$ cat src/sv/ffea_pkg.sv
// Shared types and constants for the first-fit extent allocator.
// Used by ffea_cell and first_fit_extent_allocator_core.
`default_nettype none
package ffea_pkg;

  localparam int MAX_EXTENTS = 64;

  localparam logic [19:0] BYTE_LIMIT  = 20'hFFFF0;
  localparam logic [20:0] ROUND_ADD   = 21'd21;
  localparam logic [17:0] SPACE_END   = 18'h10000;
  localparam logic [16:0] LEN_MAX     = 17'h1FFFF;
  localparam logic [15:0] LIVE_MAX    = 16'hFFFF;

  localparam logic [1:0] ST_OK    = 2'd0;
  localparam logic [1:0] ST_LARGE = 2'd1;
  localparam logic [1:0] ST_NOFIT = 2'd2;
  localparam logic [1:0] ST_FULL  = 2'd3;

  typedef struct packed {
    logic        mode;
    logic [19:0] request_bytes;
    logic [15:0] block_base;
    logic [16:0] block_paragraphs;
  } req_t;

  typedef struct packed {
    logic [1:0]  status;
    logic [15:0] granted_base;
    logic [16:0] free_total;
    logic [15:0] live_blocks;
  } rsp_t;

  typedef enum logic [2:0] {
    CMD_NONE,
    CMD_SHRINK,
    CMD_DROP,
    CMD_BOTH,
    CMD_PREV,
    CMD_NEXT,
    CMD_INSERT
  } cmd_t;

  typedef enum logic [1:0] {
    S_IDLE,
    S_SCAN,
    S_APPLY,
    S_DONE
  } state_t;

  typedef struct packed {
    cmd_t        cmd;
    logic [15:0] nb;
    logic [16:0] amt;
    logic [16:0] need;
  } ctl_t;

  typedef struct packed {
    logic        v;
    logic [15:0] b;
    logic [16:0] l;
  } cell_t;

  typedef struct packed {
    logic fit;
    logic exact;
    logic stop;
    logic jn;
    logic ends;
  } flag_t;

endpackage
`default_nettype wire

$ cat src/sv/ffea_cell.sv
// One extent slot of the sorted free-extent chain.
// Depends on ffea_pkg; trades data with its left and right neighbors.
`default_nettype none
module ffea_cell (
  input  logic           clk,
  input  logic           rst,
  input  ffea_pkg::ctl_t  ctl,
  input  ffea_pkg::cell_t left,
  input  ffea_pkg::cell_t right,
  input  logic           tok,
  input  logic           tok_r,
  input  logic           after,
  output ffea_pkg::cell_t q,
  output ffea_pkg::flag_t fl
);
  import ffea_pkg::*;

  logic        v, v_next;
  logic [15:0] b, b_next;
  logic [16:0] l, l_next;
  logic [17:0] both_sum;

  assign q = '{v: v, b: b, l: l};

  always_comb begin
    fl.fit   = v && (l >= ctl.need);
    fl.exact = (l == ctl.need);
    fl.stop  = !v || (b > ctl.nb);
    fl.jn    = v && (({2'b0, ctl.nb} + {1'b0, ctl.amt}) == {2'b0, b});
    fl.ends  = v && (({2'b0, b} + {1'b0, l}) == {2'b0, ctl.nb});
  end

  always_comb begin
    both_sum = {1'b0, l} + {1'b0, ctl.amt} + {1'b0, right.l};
    v_next = v;
    b_next = b;
    l_next = l;
    case (ctl.cmd)
      CMD_SHRINK: begin
        if (tok) begin
          b_next = b + ctl.need[15:0];
          l_next = l - ctl.need;
        end
      end
      CMD_DROP: begin
        if (tok || after) begin
          v_next = right.v;
          b_next = right.b;
          l_next = right.l;
        end
      end
      CMD_BOTH: begin
        if (tok_r) l_next = both_sum[16:0];
        if (tok || after) begin
          v_next = right.v;
          b_next = right.b;
          l_next = right.l;
        end
      end
      CMD_PREV: begin
        if (tok_r) l_next = l + ctl.amt;
      end
      CMD_NEXT: begin
        if (tok) begin
          b_next = ctl.nb;
          l_next = l + ctl.amt;
        end
      end
      CMD_INSERT: begin
        if (tok) begin
          v_next = 1'b1;
          b_next = ctl.nb;
          l_next = ctl.amt;
        end else if (after) begin
          v_next = left.v;
          b_next = left.b;
          l_next = left.l;
        end
      end
      default: ;
    endcase
  end

  always_ff @(posedge clk) begin
    if (rst) v <= 1'b0;
    else     v <= v_next;
  end

  always_ff @(posedge clk) begin
    b <= b_next;
    l <= l_next;
  end

endmodule
`default_nettype wire
$ cat config.mk
export PLATFORM = sky130hd
export DESIGN_NAME = ffea_cell
export DESIGN_NICKNAME = d
export VERILOG_FILES = /design/src/sv/ffea_pkg.sv /design/src/sv/ffea_cell.sv
export SDC_FILE = /design/constraint.sdc
export NUM_CORES = 1
export LEC_CHECK = 0
export BUFFER_PORTS_ARGS = -buffer_cell sky130_fd_sc_hd__buf_4
export CORE_MARGIN = 4
export CORE_UTILIZATION = 63
export CTS_CLUSTER_DIAMETER = 60
export DETAILED_ROUTE_END_ITERATION = 12
export GPL_TIMING_DRIVEN = 0
export PLACE_DENSITY = 0.9
export SETUP_SLACK_MARGIN = 0.2
export SYNTH_ARGS = -nofsm -noshare
export SYNTH_HDL_FRONTEND = slang
export SYNTH_SLANG_ARGS = --single-unit
export TNS_END_PERCENT = 20
$ cat constraint.sdc
create_clock -name clk -period 4.7 [get_ports clk]
set_input_delay 0.47 -clock clk [delete_from_list [all_inputs] [get_ports clk]]
set_output_delay 0.47 -clock clk [all_outputs]
set_load 0.02 [all_outputs]
==> Yosys cells after proc, flatten, opt, wreduce, memory -nomap -nowiden <==
Cells that the tools add are included.
{ "totals": {"register_bits": 34, "inputBits": 126, "output_inout_bits": 39, "word_cells": 60} }
{ "op_classes": {"n_addsub": 7, "n_lt_le_gt_ge": 2, "eq_ne": 16, "muxes": 19, "n_reduce_logical": 13} }
{ "ops": {"columns": ["operator", "n"], "rows": [
  ["$mux W17", 8],
  ["$pmux W17 S6", 1],
  ["$mux W16", 5],
  ["$pmux W16 S4", 1],
  ["$add A17 B17 Y17", 3],
  ["$add A16 B17 Y18", 2],
  ["$eq A18 B16 Y1", 2],
  ["$eq A17 B17 Y1", 1],
  ["$ge A17 B17 Y1", 1],
  ["$sub A17 B17 Y17", 1],
  ["$add A16 B16 Y16", 1],
  ["$gt A16 B16 Y1", 1],
  ["$eq A3 B3 Y1 const B", 3],
  ["$ne A2 B2 Y1 const B", 4],
  ["$reduce_and A7 Y1", 1],
  ["$eq A3 B2 Y1 const B", 2],
  ["$ne A3 B3 Y1 const B", 2],
  ["$reduce_bool A6 Y1", 1],
  ["$reduce_and A5 Y1", 1],
  ["$reduce_bool A4 Y1", 1],
  ["$eq A3 B1 Y1 const B", 1],
  ["$logic_and A1 B1 Y1", 3],
  ["$mux W1", 3],
  ["$reduce_and A3 Y1", 1],
  ["other kinds (6)", 7]
]} }

==> Depth between registers and ports, before layout <==
{ "depth": {"ltp_word": 5, "ltp_mapped": 14, "depth_no_buf": 14} }

==> Least setup slack after synthesis <==
No wires, ideal clock.
{ "synth_timing": {"path_kind": "input to output", "startpoint": "input ctl[17] (netlist bit)", "endpoint": "output fl[1] (netlist bit)", "arrival_time_ps": 3070, "required_ps": 4230, "setup_slack_ps": 1160, "path_stages": 10, "n_path_buf": 0, "cell_sequence": "ha_1 fa_1 a21oi_1 o22ai_1 or4b_1 a21oi_1 a21oi_1 nor4_1 o2111ai_1 nor4_1"} }
{ "synth_lines": {"columns": ["item", "line", "text"], "rows": [
  ["start: declaration", "ffea_cell.sv:7", "input ffea_pkg::ctl_t ctl,"],
  ["end: declaration", "ffea_cell.sv:14", "output ffea_pkg::flag_t fl"]
]} }

==> flow_summary.json <==
{
  "status": "finished, final reports clean",
  "nets": 1485,
  "cp_common_cell": "nand4_1",
  "postRouteAntennaNets": 0,
  "r2r_end": "l[16]",
  "ir_drop_uv": 203.9,
  "synth_top_area_share_pct": 16.86,
  "die-area_um2": 14970,
  "rows": 41,
  "min_period_over_period_pct": 91.84,
  "syn_to_final_growth_pct": 20.52,
  "cts_setup_buffers": 0,
  "tightest_slew_ns": 0.8578,
  "grt_pass1_vias": 9111,
  "reg2reg_depth": 12,
  "p_per_area_nw_per_um2": 361.6,
  "critical_path.startpoint_type": "register",
  "h-tree-depth": 2,
  "final_util_pct": 78.04,
  "cts_resized": 0,
  "numCtsBuffers": 5,
  "fillers": 887,
  "ys_types": 80,
  "cts_buffer_depth": 2,
  "multiInputGateArea_um2": 6867,
  "synth.top_cells.by_area": "ha_1 17%, edfxtp_1 12%, fa_1 5.3%",
  "syn-instance-count": 1054,
  "yosysMostFrequentCell": "ha_1",
  "critPathKind": "reg -> out",
  "port_buffers": 163,
  "grt_use_total_pct": 40.94,
  "worstSetupEndpointType": "primary output",
  "async_reset_ff_share_pct": 0,
  "cts_sinks": 34,
  "fp.dieH_um": 122.4,
  "skew_ns": 0.009307,
  "synth_common_cells": "111 x ha_1, 96 x nor2_1, 77 x nand2_1",
  "rsz0062_at_grt": "no",
  "path_clk_slew_ns": 0.06,
  "total_power_mw": 3.590,
  "drt_iter0_markers": 1470,
  "drt_wl_total_um": 31930,
  "fmax_mhz": 231.7,
  "io_pins": 165,
  "r2r_setup_slack_ns": 0.79,
  "worstPathArrival_ns": 3.85,
  "via_per_inst": 7.066,
  "ys_ff_latch": 34,
  "grt_antenna_before_repair": 1,
  "wl_per_cell_um": 22.82,
  "hold_path_class": "in -> reg",
  "yosysTopAreaCell": "ha_1",
  "ctsRootBufferMaster": "clkbuf_16",
  "crit_chain": "inv_2 -> fa_1 -> xnor2_1 -> a31oi_1 -> o2111a_1 -> nand4_1 -> nor4_1 -> nand4_1 -> a2111o_1 -> a2111oi_2 -> buf_4",
  "syn_nets": 1313,
  "slowest_delay_ns": 0.56,
  "seq_area_frac_synth_pct": 12.27,
  "grt_first_pass_wirelength_um": 47510,
  "drv_slew": 0,
  "reg2reg_from": "l[1]",
  "setup_ws_ns": 0.3837,
  "p_leak_nw": 4.484,
  "grt.overflow.total": 0,
  "clk_latency_ns": 0.30,
  "die_x_um": 122.4,
  "post-place-ws_ns": 0.7096,
  "crit_path_start": "l[1]",
  "start_util_pct": 64.75,
  "synth_ff_type": "edfxtp_1",
  "hold_ws_ns": 0.3298,
  "finalHoldViolCount": 0,
  "drc": 0,
  "critPathMaxFanout": 5,
  "design.core.area_um2": 12720,
  "setup_viol": 0,
  "antenna_cells": 0,
  "num_vias": 9886,
  "drive_above_1_share_pct": 17.36,
  "seq_area_um2": 1011,
  "cap_violations": 0,
  "gp_congestion": 1.006,
  "synth.avg_cell_area_um2": 7.816,
  "synth_warnings": 0,
  "dr.pass1.iters": 7,
  "crit_slowest_cell": "edfxtp_1",
  "cp.required_ns": 4.23,
  "synth_area_um2": 8238,
  "fin_crit_ns": 4.316,
  "synth_edf_count": 33,
  "relSlewSlack_pct": 42.60,
  "dp_hpwl_um": 25880,
  "grt_max_degree": 12,
  "crit_end": "fl[0]",
  "cts_hold_buffers": 0,
  "cts_tree": "done"
}
[how the worst min path moves through the flow]
stage,from,to,slack [ns],cells after the start
after floorplan,rst,v,0.54,1
after global placement,rst,v,0.63,2
after detailed placement,rst,v,0.63,2
after CTS,rst,v,0.33,2
after global routing,rst,v,0.35,2
final,rst,v,0.33,2
[flip-flops by register name, indices dropped and copies added, names as in the netlist]
name	cells
l	17
v	1
b	16
[per-layer routing]
metal,track usage (%),part of all wire [%],up-vias
met5,0,0.022,-
met4,21.62,6.5,2
met3,9.309,14,205
met2,60.56,40,850
met1,55.53,39,4480
li1,-,-,4349
[kinds of logic after synthesis]
family	share of synthesized area, %
AO/OA/AOI/OAI	29.25
XOR/XNOR	8.384
adder cells (fa/ha/maj)	22.21
buffers and inverters	4.815
flip-flops	12.27
multiplexers	3.554
AND/OR/NAND/NOR	19.52
[cell type report]
type / count / share of cell area [%]
clock inverter: 3 / 0.6427
buffer: 34 / 1.462
multi-input combinational: 919 / 69.16
timing repair buffer: 165 / 12.59
inverter: 67 / 2.533
sequential: 34 / 10.18
clock buffer: 5 / 1.260
tap: 172 / 2.168
[critical path: cells and delay by family (launching register included)]
kind	cells	cell delay, ns
xor gates and xnor gates	1	0.15
and+or+nand+nor	3	0.70
adders and majority gates	1	0.55
AOI/OAI and AO/OA	4	1.20
DFF	1	0.56
buffers and inverters	2	0.39
[where the power goes]
part	switching [mW]	internal (mW)	leakage (nW)
Sequential	0.138	0.416	0.333
Combinational	1.51	1.07	4.06
Clock	0.152	0.303	0.0915
[cells in the final DEF (no fill, tap or decap), types with 11 or more instances in the layout]
cell,count
nand3_1,27
mux2i_1,18
a221oi_1,13
nand2_1,77
a21o_1,37
nor3_1,41
fa_1,22
inv_1,66
nor2_1,96
o21a_1,12
xor2_1,28
xnor2_1,49
a222oi_1,18
clkbuf_1,25
a211oi_1,16
nand2b_1,11
buf_4,164
ha_1,111
a31oi_1,16
nor2b_1,16
edfxtp_1,33
a21oi_1,72
o21ai_0,76
[through the flow]
step | setup TNS (ns) | std cells | area (µm²)
2_1_floorplan | 0 | 1054 | 8238
3_3_place_gp | -0.4773 | 1389 | 9677
4_1_cts | 0 | 1399 | 9915
6_report | 0 | 1399 | 9928
3_5_place_dp | 0 | 1391 | 9726
5_1_grt | 0 | 1399 | 9928
No activity file was read; power rests on OpenSTA's default activity.
